===== src/rtl/mtfp_pkg.sv =====
// Shared types and constants of the Modbus TCP FC3 response parser.
package mtfp_pkg;

  localparam int unsigned BUFFER_BYTES = 512;

  localparam int unsigned BYTE_W     = 8;
  localparam int unsigned WORD_W     = 16;
  localparam int unsigned QTY_W      = 7;
  localparam int unsigned POS_W      = 10;
  localparam int unsigned CFG_IDX_W  = 4;
  localparam int unsigned CFG_DATA_W = 16;

  typedef logic [BYTE_W-1:0] byte_t;
  typedef logic [WORD_W-1:0] word_t;
  typedef logic [QTY_W-1:0]  qty_t;
  typedef logic [POS_W-1:0]  pos_t;

  // Byte positions inside the reply
  localparam pos_t POS_LEN_HI = pos_t'(4);
  localparam pos_t POS_LEN_LO = pos_t'(5);
  localparam pos_t POS_PDU    = pos_t'(6);
  localparam pos_t POS_FUNC   = pos_t'(7);
  localparam pos_t POS_COUNT  = pos_t'(8);
  localparam pos_t POS_DATA   = pos_t'(9);

  localparam byte_t FC_READ_HOLDING = 8'h03;
  localparam int unsigned EXC_BIT   = 7;

  localparam word_t LEN_MIN = word_t'(3);
  localparam word_t LEN_MAX = word_t'(BUFFER_BYTES - 6);

  typedef enum logic [2:0] {
    ST_OK    = 3'd0,
    ST_EXC   = 3'd1,
    ST_LEN   = 3'd2,
    ST_FUNC  = 3'd3,
    ST_COUNT = 3'd4
  } status_e;

  typedef enum logic [CFG_IDX_W-1:0] {
    REG_BASE     = 4'd0,
    REG_QUANTITY = 4'd1
  } reg_idx_e;

  localparam word_t BASE_RESET = word_t'(4100);
  localparam qty_t  QTY_RESET  = qty_t'(113);

  typedef struct packed {
    word_t register_base;
    qty_t  register_quantity;
  } cfg_t;

  typedef struct packed {
    logic    word_valid;
    word_t   reg_address;
    word_t   reg_value;
    logic    frame_end;
    status_e frame_status;
  } res_t;

endpackage


===== src/rtl/mtfp_if.sv =====
// Handshake channels of the parser: received bytes, results, register writes.
interface mtfp_rx_if;
  logic                        valid;
  logic                        ready;
  logic [mtfp_pkg::BYTE_W-1:0] rx_byte;
  logic                        frame_start;
  modport source (output valid, rx_byte, frame_start, input ready);
  modport sink   (input valid, rx_byte, frame_start, output ready);
endinterface

interface mtfp_res_if;
  logic                        valid;
  logic                        ready;
  logic                        word_valid;
  logic [mtfp_pkg::WORD_W-1:0] reg_address;
  logic [mtfp_pkg::WORD_W-1:0] reg_value;
  logic                        frame_end;
  logic [2:0]                  frame_status;
  modport source (output valid, word_valid, reg_address, reg_value, frame_end, frame_status,
                  input ready);
  modport sink   (input valid, word_valid, reg_address, reg_value, frame_end, frame_status,
                  output ready);
endinterface

interface mtfp_cfg_if;
  logic                            valid;
  logic                            ready;
  logic [mtfp_pkg::CFG_IDX_W-1:0]  index;
  logic [mtfp_pkg::CFG_DATA_W-1:0] data;
  modport source (output valid, index, data, input ready);
  modport sink   (input valid, index, data, output ready);
endinterface


===== src/rtl/mtfp_cfg_regs.sv =====
// Configuration registers: register base address and expected register count.
module mtfp_cfg_regs (
  input  logic              clk_i,
  input  logic              rst_ni,
  mtfp_cfg_if.sink          cfg_i,
  output mtfp_pkg::cfg_t    cfg_o
);

  mtfp_pkg::word_t base_q;
  mtfp_pkg::qty_t  qty_q;

  assign cfg_i.ready = 1'b1;

  always_ff @(posedge clk_i or negedge rst_ni) begin
    if (!rst_ni) begin
      base_q <= mtfp_pkg::BASE_RESET;
      qty_q  <= mtfp_pkg::QTY_RESET;
    end else if (cfg_i.valid) begin
      case (cfg_i.index)
        mtfp_pkg::REG_BASE:     base_q <= cfg_i.data[mtfp_pkg::WORD_W-1:0];
        mtfp_pkg::REG_QUANTITY: qty_q  <= cfg_i.data[mtfp_pkg::QTY_W-1:0];
        default: ;
      endcase
    end
  end

  assign cfg_o.register_base     = base_q;
  assign cfg_o.register_quantity = qty_q;

endmodule


===== src/rtl/mtfp_parse.sv =====
// Frame state and per-byte decode of the reply header and register data.
module mtfp_parse (
  input  logic               clk_i,
  input  logic               rst_ni,
  input  logic               step_i,
  input  mtfp_pkg::byte_t    rx_byte_i,
  input  logic               frame_start_i,
  input  mtfp_pkg::cfg_t     cfg_i,
  output logic               res_valid_o,
  output mtfp_pkg::res_t     res_o
);

  mtfp_pkg::pos_t  pos_q, pos_d;
  mtfp_pkg::word_t len_q, len_d;
  mtfp_pkg::byte_t func_q, func_d;
  mtfp_pkg::byte_t cnt_q, cnt_d;
  mtfp_pkg::byte_t hold_q, hold_d;
  mtfp_pkg::qty_t  widx_q, widx_d;
  logic            closed_q, closed_d;

  logic            active;
  mtfp_pkg::pos_t  pos;
  mtfp_pkg::word_t len_b;
  mtfp_pkg::byte_t func_b, cnt_b, hold_b;
  mtfp_pkg::qty_t  widx_b;
  mtfp_pkg::byte_t qty2;
  mtfp_pkg::word_t len_lo;
  mtfp_pkg::byte_t func_e, cnt_e;
  mtfp_pkg::pos_t  doff;
  logic            hdr_good, in_data, word, fin_len, fin_pos, fin;
  mtfp_pkg::status_e st_fin;

  // A start byte sees the frame state as freshly cleared
  assign active = frame_start_i || !closed_q;
  assign pos    = frame_start_i ? '0 : pos_q;
  assign len_b  = frame_start_i ? '0 : len_q;
  assign func_b = frame_start_i ? '0 : func_q;
  assign cnt_b  = frame_start_i ? '0 : cnt_q;
  assign hold_b = frame_start_i ? '0 : hold_q;
  assign widx_b = frame_start_i ? '0 : widx_q;

  assign qty2   = {cfg_i.register_quantity, 1'b0};
  assign len_lo = {len_b[15:8], rx_byte_i};
  assign func_e = (pos == mtfp_pkg::POS_FUNC)  ? rx_byte_i : func_b;
  assign cnt_e  = (pos == mtfp_pkg::POS_COUNT) ? rx_byte_i : cnt_b;

  assign hdr_good = (func_b == mtfp_pkg::FC_READ_HOLDING) && (cnt_b == qty2) &&
                    ((mtfp_pkg::word_t'(cnt_b) + 16'd3) <= len_b);
  assign doff     = pos - mtfp_pkg::POS_DATA;
  assign in_data  = (pos >= mtfp_pkg::POS_DATA) && hdr_good &&
                    (doff < mtfp_pkg::pos_t'(cnt_b)) &&
                    (widx_b < cfg_i.register_quantity);
  assign word     = in_data && doff[0];

  assign fin_len = (pos == mtfp_pkg::POS_LEN_LO) &&
                   ((len_lo < mtfp_pkg::LEN_MIN) || (len_lo > mtfp_pkg::LEN_MAX));
  assign fin_pos = !fin_len && (pos >= mtfp_pkg::POS_PDU) &&
                   ({7'd0, pos} == ({1'b0, len_b} + 17'd5));
  assign fin     = fin_len || fin_pos;

  always_comb begin
    if (func_e[mtfp_pkg::EXC_BIT]) begin
      st_fin = mtfp_pkg::ST_EXC;
    end else if (func_e != mtfp_pkg::FC_READ_HOLDING) begin
      st_fin = mtfp_pkg::ST_FUNC;
    end else if (cnt_e != qty2) begin
      st_fin = mtfp_pkg::ST_COUNT;
    end else if ((mtfp_pkg::word_t'(cnt_e) + 16'd3) > len_b) begin
      st_fin = mtfp_pkg::ST_LEN;
    end else begin
      st_fin = mtfp_pkg::ST_OK;
    end
  end

  always_comb begin
    pos_d    = fin ? pos : pos + 10'd1;
    closed_d = fin;
    len_d    = len_b;
    func_d   = func_b;
    cnt_d    = cnt_b;
    hold_d   = hold_b;
    widx_d   = word ? widx_b + 7'd1 : widx_b;
    if (pos == mtfp_pkg::POS_LEN_HI) begin
      len_d = {rx_byte_i, 8'h00};
    end
    if (pos == mtfp_pkg::POS_LEN_LO) begin
      len_d = len_lo;
    end
    if (pos == mtfp_pkg::POS_FUNC) begin
      func_d = rx_byte_i;
    end
    if (pos == mtfp_pkg::POS_COUNT) begin
      cnt_d = rx_byte_i;
    end
    if (in_data && !doff[0]) begin
      hold_d = rx_byte_i;
    end
  end

  always_ff @(posedge clk_i or negedge rst_ni) begin
    if (!rst_ni) begin
      pos_q    <= '0;
      len_q    <= '0;
      func_q   <= '0;
      cnt_q    <= '0;
      hold_q   <= '0;
      widx_q   <= '0;
      closed_q <= 1'b1;
    end else if (step_i && active) begin
      pos_q    <= pos_d;
      len_q    <= len_d;
      func_q   <= func_d;
      cnt_q    <= cnt_d;
      hold_q   <= hold_d;
      widx_q   <= widx_d;
      closed_q <= closed_d;
    end
  end

  assign res_valid_o        = active && (word || fin);
  assign res_o.word_valid   = word;
  assign res_o.reg_address  = word ? cfg_i.register_base + mtfp_pkg::word_t'(widx_b) : '0;
  assign res_o.reg_value    = word ? {hold_b, rx_byte_i} : '0;
  assign res_o.frame_end    = fin;
  assign res_o.frame_status = fin ? (fin_len ? mtfp_pkg::ST_LEN : st_fin) : mtfp_pkg::ST_OK;

endmodule


===== src/rtl/modbus_tcp_fc3_response_parser_unit.sv =====
// Modbus TCP read-holding-registers reply parser, top level.
//
// rx_i carries the reply one byte per request, frame_start marking the first
// byte of a reply. res_o gives one request per register word (address is
// base plus index, value big-endian) and one at the frame end with its final
// status; a word on the last byte and the frame end share one request.
// Bytes that cause neither give no request. cfg_i writes register_base
// (index 0) and register_quantity (index 1); write only while idle.
// A byte accepted into the input register is decoded from there and
// written into the output register once res_o can advance. One byte per
// cycle is sustained while res_o takes its results; the decode is a few
// compares between the input register and the output register. When res_o
// stalls, the input register still holds one byte and rx_i drops ready
// once both are full. Reset empties both registers, closes the frame (bytes
// before a start are dropped) and loads base 4100 and quantity 113.
module modbus_tcp_fc3_response_parser_unit (
  input  logic        clk_i,
  input  logic        rst_ni,
  mtfp_cfg_if.sink    cfg_i,
  mtfp_rx_if.sink     rx_i,
  mtfp_res_if.source  res_o
);

  mtfp_pkg::cfg_t  cfg;
  logic            in_valid_q;
  mtfp_pkg::byte_t in_byte_q;
  logic            in_start_q;
  logic            advance;
  logic            step;
  logic            dec_valid;
  mtfp_pkg::res_t  dec_res;
  logic            out_valid_q;
  mtfp_pkg::res_t  out_q;

  mtfp_cfg_regs u_cfg (
    .clk_i  (clk_i),
    .rst_ni (rst_ni),
    .cfg_i  (cfg_i),
    .cfg_o  (cfg)
  );

  assign advance    = !out_valid_q || res_o.ready;
  assign step       = in_valid_q && advance;
  assign rx_i.ready = !in_valid_q || advance;

  always_ff @(posedge clk_i or negedge rst_ni) begin
    if (!rst_ni) begin
      in_valid_q <= 1'b0;
    end else if (rx_i.ready) begin
      in_valid_q <= rx_i.valid;
    end
  end

  always_ff @(posedge clk_i) begin
    if (rx_i.ready && rx_i.valid) begin
      in_byte_q  <= rx_i.rx_byte;
      in_start_q <= rx_i.frame_start;
    end
  end

  mtfp_parse u_parse (
    .clk_i         (clk_i),
    .rst_ni        (rst_ni),
    .step_i        (step),
    .rx_byte_i     (in_byte_q),
    .frame_start_i (in_start_q),
    .cfg_i         (cfg),
    .res_valid_o   (dec_valid),
    .res_o         (dec_res)
  );

  always_ff @(posedge clk_i or negedge rst_ni) begin
    if (!rst_ni) begin
      out_valid_q <= 1'b0;
    end else if (advance) begin
      out_valid_q <= step && dec_valid;
    end
  end

  always_ff @(posedge clk_i) begin
    if (step) begin
      out_q <= dec_res;
    end
  end

  assign res_o.valid        = out_valid_q;
  assign res_o.word_valid   = out_q.word_valid;
  assign res_o.reg_address  = out_q.reg_address;
  assign res_o.reg_value    = out_q.reg_value;
  assign res_o.frame_end    = out_q.frame_end;
  assign res_o.frame_status = out_q.frame_status;

`ifndef ASSERT_OFF
  a_res_has_content: assert property (@(posedge clk_i) disable iff (!rst_ni)
    out_valid_q |-> (out_q.word_valid || out_q.frame_end))
    else $error("result carries neither word nor frame end");

  a_status_only_at_end: assert property (@(posedge clk_i) disable iff (!rst_ni)
    (out_valid_q && !out_q.frame_end) |-> (out_q.frame_status == mtfp_pkg::ST_OK))
    else $error("status reported without frame end");

  a_no_word_fields: assert property (@(posedge clk_i) disable iff (!rst_ni)
    (out_valid_q && !out_q.word_valid) |-> (out_q.reg_address == '0 && out_q.reg_value == '0))
    else $error("word fields set without a word");
`endif

endmodule


===== src/flat_wrapper.sv =====
// flat-port wrapper written by rule: the top's interface ports become plain ports
module modbus_tcp_fc3_response_parser_unit_flat 
  (clk_i, rst_ni, cfg_i_valid, cfg_i_index, cfg_i_data, cfg_i_ready, rx_i_valid, rx_i_rx_byte, rx_i_frame_start, rx_i_ready, res_o_valid, res_o_word_valid, res_o_reg_address, res_o_reg_value, res_o_frame_end, res_o_frame_status, res_o_ready);
  mtfp_cfg_if cfg_i_i ();
  mtfp_rx_if rx_i_i ();
  mtfp_res_if res_o_i ();
  input  logic clk_i;
  input  logic rst_ni;
  input wire logic [$bits(cfg_i_i.valid)-1:0] cfg_i_valid;
  input wire logic [$bits(cfg_i_i.index)-1:0] cfg_i_index;
  input wire logic [$bits(cfg_i_i.data)-1:0] cfg_i_data;
  output wire logic [$bits(cfg_i_i.ready)-1:0] cfg_i_ready;
  input wire logic [$bits(rx_i_i.valid)-1:0] rx_i_valid;
  input wire logic [$bits(rx_i_i.rx_byte)-1:0] rx_i_rx_byte;
  input wire logic [$bits(rx_i_i.frame_start)-1:0] rx_i_frame_start;
  output wire logic [$bits(rx_i_i.ready)-1:0] rx_i_ready;
  output wire logic [$bits(res_o_i.valid)-1:0] res_o_valid;
  output wire logic [$bits(res_o_i.word_valid)-1:0] res_o_word_valid;
  output wire logic [$bits(res_o_i.reg_address)-1:0] res_o_reg_address;
  output wire logic [$bits(res_o_i.reg_value)-1:0] res_o_reg_value;
  output wire logic [$bits(res_o_i.frame_end)-1:0] res_o_frame_end;
  output wire logic [$bits(res_o_i.frame_status)-1:0] res_o_frame_status;
  input wire logic [$bits(res_o_i.ready)-1:0] res_o_ready;
  assign cfg_i_i.valid = cfg_i_valid;
  assign cfg_i_i.index = cfg_i_index;
  assign cfg_i_i.data = cfg_i_data;
  assign cfg_i_ready = cfg_i_i.ready;
  assign rx_i_i.valid = rx_i_valid;
  assign rx_i_i.rx_byte = rx_i_rx_byte;
  assign rx_i_i.frame_start = rx_i_frame_start;
  assign rx_i_ready = rx_i_i.ready;
  assign res_o_valid = res_o_i.valid;
  assign res_o_word_valid = res_o_i.word_valid;
  assign res_o_reg_address = res_o_i.reg_address;
  assign res_o_reg_value = res_o_i.reg_value;
  assign res_o_frame_end = res_o_i.frame_end;
  assign res_o_frame_status = res_o_i.frame_status;
  assign res_o_i.ready = res_o_ready;
  modbus_tcp_fc3_response_parser_unit u_core (.clk_i(clk_i), .rst_ni(rst_ni), .cfg_i(cfg_i_i), .rx_i(rx_i_i), .res_o(res_o_i));
endmodule

===== config.mk =====
export PLATFORM = sky130hd
export DESIGN_NAME = modbus_tcp_fc3_response_parser_unit_flat
export DESIGN_NICKNAME = d
export VERILOG_FILES = /design/src/rtl/mtfp_pkg.sv /design/src/rtl/mtfp_if.sv /design/src/rtl/mtfp_cfg_regs.sv /design/src/rtl/mtfp_parse.sv /design/src/rtl/modbus_tcp_fc3_response_parser_unit.sv /design/src/flat_wrapper.sv
export SDC_FILE = /design/constraint.sdc
export NUM_CORES = 1
export LEC_CHECK = 0
export BUFFER_PORTS_ARGS = -buffer_cell sky130_fd_sc_hd__buf_4
export CELL_PAD_IN_SITES_DETAIL_PLACEMENT = 2
export CELL_PAD_IN_SITES_GLOBAL_PLACEMENT = 2
export CORE_MARGIN = 2
export CORE_UTILIZATION = 39
export CTS_BUF_LIST = sky130_fd_sc_hd__clkbuf_16
export CTS_CLUSTER_DIAMETER = 200
export DETAILED_ROUTE_END_ITERATION = 6
export PLACE_DENSITY = 0.9
export SLEW_MARGIN = 20
export SYNTH_ARGS = -nofsm -noshare
export SYNTH_HDL_FRONTEND = slang
export SYNTH_HIERARCHICAL = 1
export SYNTH_SLANG_ARGS = --single-unit

===== constraint.sdc =====
create_clock -name clk_i -period 6.9 [get_ports clk_i]
set_input_delay 0.345 -clock clk_i [delete_from_list [all_inputs] [get_ports clk_i]]
set_output_delay 0.345 -clock clk_i [all_outputs]
set_load 0.01 [all_outputs]

Yosys cells after proc, flatten, opt, wreduce, memory -nomap -nowiden. Cells that the tools add are included.

Register bits: 129. Latch bits: 0. RAM bits: 0. Memory bits (read-only): 0. Bits of input ports: 34. Output and inout port bits: 40. Word-level logic and storage cells: 95. Memories kept: 0.

Add/subtract/negate cells: 7. $mul: 0. Divide/modulo/power cells: 0. Order comparisons: 8. Eq/ne operators: 10. Shifts and indexed selects: 0. Muxes and demuxes: 18. Bitwise operators: 1. Reductions and logical operators: 31.

Operator list (number): $mux W16 (3); $mux W8 (6); $eq A10 B3 Y1 const B (3); $mux W10 (2); $add A8 B2 Y9 const B (2); $add A16 B3 Y17 const B (1); $eq A10 B17 Y1 (1); $add A16 B7 Y16 (1); $gt A16 B9 Y1 const B (1); $gt A9 B16 Y1 (1); $le A9 B16 Y1 (1); $lt A16 B2 Y1 const B (1); $logic_and A1 B1 Y1 (15); $mux W7 (2); $add A10 B1 Y10 const B (1); $eq A10 B4 Y1 const B (1); $ge A10 B3 Y1 const B (1); $ge A10 B4 Y1 const B (1); $lt A10 B8 Y1 (1); $sub A10 B4 Y10 const B (1); $eq A8 B2 Y1 const B (1); $eq A8 B8 Y1 (1); $mux W2 (4); $ne A8 B2 Y1 const B (1); other kinds (12) (22).

Depth between registers and ports, before layout.
Depth in word-level cells: 11. Gate-level depth with buffers: 24. Gate-level depth less buffers: 19.

By module. Netlist, hierarchy kept.

Modules (own cells, without submodules): mtfp_parse (instances 1, cells each 723, area each 5954.5 um^2, seq. area each 1452.6 um^2); modbus_tcp_fc3_response_parser_unit (instances 1, cells each 55, area each 1487.7 um^2, seq. area each 1431.4 um^2); mtfp_cfg_regs (instances 1, cells each 53, area each 947.2 um^2, seq. area each 583.1 um^2).

Worst setup path after synthesis. Ideal clock, no wire load.

Kind: register to register. Start point: register u_core.in_start_q. End point: register u_core.out_q, in the netlist u_core/res_o.frame_status[1] (data pin). Setup time: 263 ps. Data arrival time: 4788 ps. Data required time: 6637 ps. Path slack: 1849 ps. Cell stages (with the launch flop): 22. Path buffers: 5. Clock period less this slack: 5051 ps. Cell sequence: edfxtp_1 -> clkbuf_1 -> buf_2 -> buf_2 -> nor2b_1 -> inv_1 -> clkbuf_1 -> clkbuf_1 -> ha_1 -> or4bb_1 -> nor3_2 -> mux2_2 -> a211oi_4 -> nand3_1 -> xnor2_1 -> mux2i_1 -> ha_1 -> or4_1 -> o21ai_0 -> a211oi_1 -> a41oi_1 -> a21oi_1.

Word-level cells in the longest chain between the ends: 10. Elaborated cells on any way between the ends: 29. Classes of those cells: add/sub: 2; order compare: 4; eq/ne: 6; mux: 11; reduce/logical: 6.

RTL lines: start, declared (line modbus_tcp_fc3_response_parser_unit.sv:27) `logic in_start_q;`; start signal, assigned (line modbus_tcp_fc3_response_parser_unit.sv:57) `in_start_q <= rx_i.frame_start;`; $mux W10 (line mtfp_parse.sv:35) `assign pos = frame_start_i ? '0 : pos_q;`; $eq A10 B4 Y1 (line mtfp_parse.sv:45) `assign cnt_e = (pos == mtfp_pkg::POS_COUNT) ? rx_byte_i : cnt_b;`; $mux W8 (line mtfp_parse.sv:45); $add A8 B2 Y9 (line mtfp_parse.sv:68) `end else if ((mtfp_pkg::word_t'(cnt_e) + 16'd3) > len_b) begin`; $gt A9 B16 Y1 (line mtfp_parse.sv:68); $mux W2 (line mtfp_parse.sv:68); $mux W3 (line mtfp_parse.sv:66) `end else if (cnt_e != qty2) begin`; $mux W2 (line mtfp_parse.sv:64) `end else if (func_e != mtfp_pkg::FC_READ_HOLDING) begin`; $mux W2 (line mtfp_parse.sv:62) `if (func_e[mtfp_pkg::EXC_BIT]) begin`; $mux W2 (line mtfp_parse.sv:125) `assign res_o.frame_status = fin ? (fin_len ? mtfp_pkg::ST_LEN : st_fin) : mtfp_pkg::ST_OK;`; end signal, assigned (line modbus_tcp_fc3_response_parser_unit.sv:82) `out_q <= dec_res;`; end, declared (line modbus_tcp_fc3_response_parser_unit.sv:33) `mtfp_pkg::res_t out_q;`.

Parallel ways exist; a longest one is shown, timed or not. A chain may end at the register's enable or synchronous reset.

==> flow_summary.ini <==
[outcome]
status = complete, no violations

[synth]
synth_cell_types = 89
synth_top_area_share_pct = 22.67
ys_warn_count = 6
syn_avg_cell_area_um2 = 10.10
synth-seq-cells = 129
synth_async_sr_flop_share_pct = 64.34
synth.top_cells.by_area = dfrtp_1 (23%), edfxtp_1 (16%), ha_1 (6.7%), xnor2_1 (4.5%), nand2_1 (3.2%)
netlist_area_um2 = 8389
synth_top_area_cell = dfrtp_1
synth_ff_type = dfrtp_1
synthCells = 831
synth-edff-count = 46
yosysMostFrequentCell = dfrtp_1
synth_seq_area_share_pct = 41.33
synth_nets = 911
synth_common_cells = dfrtp_1 (76), nand2_1 (71), nor2_1 (52)

[finish]
area_delta_synth_final_pct = 14.79
fin_util_pct = 45.67
diodes = 0
nNetsFinal = 956
fillCellCount = 2183
drive_above_1_share_pct = 19.01

[sta]
fin_setup_tns_ps = 0
layout_min_cycle_time_ps = 5837
maxSlewViolCount = 0
setup_viol = 0
max_freq_ghz = 0.1713
fin_worst_skew_ps = 15.42
rsz0062_at_grt = false
relSlewSlack_pct = 17.71
period_share_pct = 84.59
setup_ws_ps = 1063
worst_hold_slack_ps = 74.50
worstMarginPinSlew_ps = 1219
finalHoldViolCount = 0

[die]
die_width_um = 150.7
rows = 53
dieHeight_um = 150.7
start_util_pct = 39.78
io_pins = 74
die-area_um2 = 22700
core-area_um2 = 21090

[clock_tree]
clock-sinks = 129
ctsResizeCount = 0
clock_path_buffers = 2
clk_pin_slew_worst_paths_ps = 70
h-tree-depth = 4
clk_latency_ps = 450
postCtsHoldBufs = 1
post_cts_buffers = 0
cts_tree = yes
numCtsBuffers = 17
cts_root_buf = clkbuf_16

[detailed_routing]
drc = 0
post_drt_wl_per_cell_um = 26.78
vias = 7265
via_per_inst = 6.241
first_pass_iters = 5
wl_um = 31170
drt_iter0_markers = 608
ant_nets = 0

[worst_setup_path]
arrival_ps = 6220
end_kind = flip-flop
timing.rr.end = u_core/res_o.valid
startpoint_type = flip-flop
r2r_setup_slack_ps = 1060
required_ps = 7280
critPathTopFamily = simple AND/OR/NAND/NOR gates
cpPeakStageDelay_ps = 680
r2r_start = u_core/in_start_q
crit_top_cell = nand2_1
cp_max_fo = 22
crit_start = u_core/in_start_q
slowest_stage = a2111oi_0
path_class = flip-flop to flip-flop
r2r.worst_path.cells = 19
crit_chain = buf_4 -> nor2b_1 -> inv_1 -> ha_1 -> or2b_2 -> a211oi_1 -> xnor2_1 -> nand2_1 -> ha_1 -> a22oi_1 -> nand4_1 -> a2111oi_0 -> nand4_1 -> nor4b_4 -> nand2_1 -> inv_1 -> o21a_1 -> nand2_1 -> nand2_1
path_buf_inv = 3

[power_and_ir_drop]
powerDensity_nw_per_um2 = 234.2
vdd_drop_max_uv = 189.4
power_mw = 2.255
leakagePower_nw = 4.136

[grt]
antenna_found_initial = 0
grt_pass1_wl_um = 48240
grt_max_degree = 52
grt.total_usage_pct = 28.54
grt_pass1_vias = 7888
grt_overflow_total = 0

[place]
place_hpwl_um = 20670
port_buffers = 72
pre_cts_ws_ps = 917.9
routabilityCongestion = 0.9157

[worst_hold_path]
hold_end = u_core/in_byte_q[2]
hold_depth = 1
min_from = rx_i_rx_byte[2]
hp-class = primary input to flip-flop

[run]
drv_cap = 0
==> registers in the layout, summed over array words and instances (netlist names) <==
| register | count |
|---|---|
| u_core/u_parse/hold_q | 8 |
| u_core/res_o.valid | 1 |
| u_core/u_parse/func_q | 8 |
| u_core/u_parse/widx_q | 7 |
| u_core/in_valid_q | 1 |
| u_core/u_cfg/qty_q | 7 |
| u_core/res_o.frame_status | 3 |
| u_core/u_parse/cnt_q | 8 |
| u_core/u_cfg/base_q | 16 |
| u_core/in_byte_q | 8 |
| u_core/u_parse/closed_q | 1 |
| u_core/u_parse/len_q | 16 |
| u_core/res_o.reg_value | 16 |
| u_core/in_start_q | 1 |
| u_core/res_o.word_valid | 1 |
| u_core/res_o.frame_end | 1 |
| u_core/res_o.reg_address | 16 |
| u_core/u_parse/pos_q | 10 |
==> worst register-to-register path, cell delays in order (launching register included) <==
cell	delay [ps]
edfxtp_1	350
buf_4	250
nor2b_1	120
inv_1	450
ha_1	390
or2b_2	390
a211oi_1	330
xnor2_1	170
nand2_1	80
ha_1	210
a22oi_1	170
nand4_1	110
a2111oi_0	680
nand4_1	260
nor4b_4	670
nand2_1	630
inv_1	250
o21a_1	140
nand2_1	60
nand2_1	80
==> cells in the final DEF, fill, tap and decap left out, types with 8 or more instances in the layout <==
master / netlist / layout
buf_4: 6 / 79
dfrtp_1: 76 / 76
nand2_1: 71 / 70
nor2_1: 52 / 52
edfxtp_1: 46 / 46
ha_1: 45 / 45
xnor2_1: 43 / 43
inv_1: 35 / 35
nand3_1: 30 / 30
a22o_1: 30 / 30
and3_1: 27 / 27
a21oi_1: 25 / 25
o21ai_0: 22 / 22
xor2_1: 21 / 21
nor2b_1: 19 / 19
clkbuf_16: 0 / 17
mux2_2: 17 / 17
nand4_1: 16 / 16
nor3_1: 15 / 15
nor3b_1: 10 / 10
nor4_1: 11 / 9
a221o_1: 9 / 9
nand2b_1: 8 / 8
mux2_4: 8 / 8
mux2i_1: 8 / 8
o21a_1: 8 / 8
==> final cells by class <==
cell class                 count  area [um^2]  area share, %
tap                          275        344.1          3.573
multi-input combinational    613         4493          46.65
clock buffer                  17        425.4          4.417
inverter                      35        131.4          1.364
clock inverter                15        166.4          1.728
timing repair buffer          80        603.1          6.262
sequential                   129         3467          36.00
==> cells by family (layout without fill, tap and decap cells) <==
kind of cell	after synthesis	count (layout)	share of synthesized area [%]
AND/OR/NAND/NOR	309	309	20.72
AO/OA/AOI/OAI	160	160	14.21
flip-flops	129	129	41.33
buffers and inverters	89	147	5.399
XOR/XNOR	64	64	6.682
adder cells (fa/ha/maj)	46	46	6.950
multiplexers	33	33	4.668
other	1	1	0.04470
==> through the flow <==
| stage | instances | cell area, um^2 |
|---|---|---|
| after floorplan | 831 | 8389 |
| after global placement | 1131 | 9005 |
| after detailed placement | 1131 | 9005 |
| after CTS | 1164 | 9607 |
| after global routing | 1164 | 9630 |
| final | 1164 | 9630 |
==> worst max-delay path by stage <==
stage / cells past startpoint / endpoint / slack, ps
finish: 19 / u_core/res_o.valid / 1060
global route: 19 / u_core/res_o.valid / 570
CTS: 16 / u_core/res_o.reg_address[10] / 810
detailed placement: 19 / u_core/res_o.valid / 920
global placement: 19 / u_core/res_o.valid / 1380
floorplan: 21 / u_core/res_o.frame_status[1] / 1850
==> where the power goes <==
| group | internal, mW | switching [mW] | leakage [nW] |
|---|---|---|---|
| clock | 0.515 | 0.420 | 0.289 |
| combinational | 0.156 | 0.215 | 2.28 |
| sequential | 0.855 | 0.0942 | 1.57 |
| total | 1.53 | 0.729 | 4.14 |
==> layer usage <==
| metal | wire (um) | share of wire [%] | global-route usage (%) |
|---|---|---|---|
| met1 | 13260 | 43 | 37.39 |
| met2 | 15010 | 48 | 46.93 |
| met3 | 1720 | 5.5 | 4.939 |
| met4 | 1180 | 3.8 | 11.40 |
| met5 | 0 | 0 | 0 |
(Power assumes the default switching activity.)
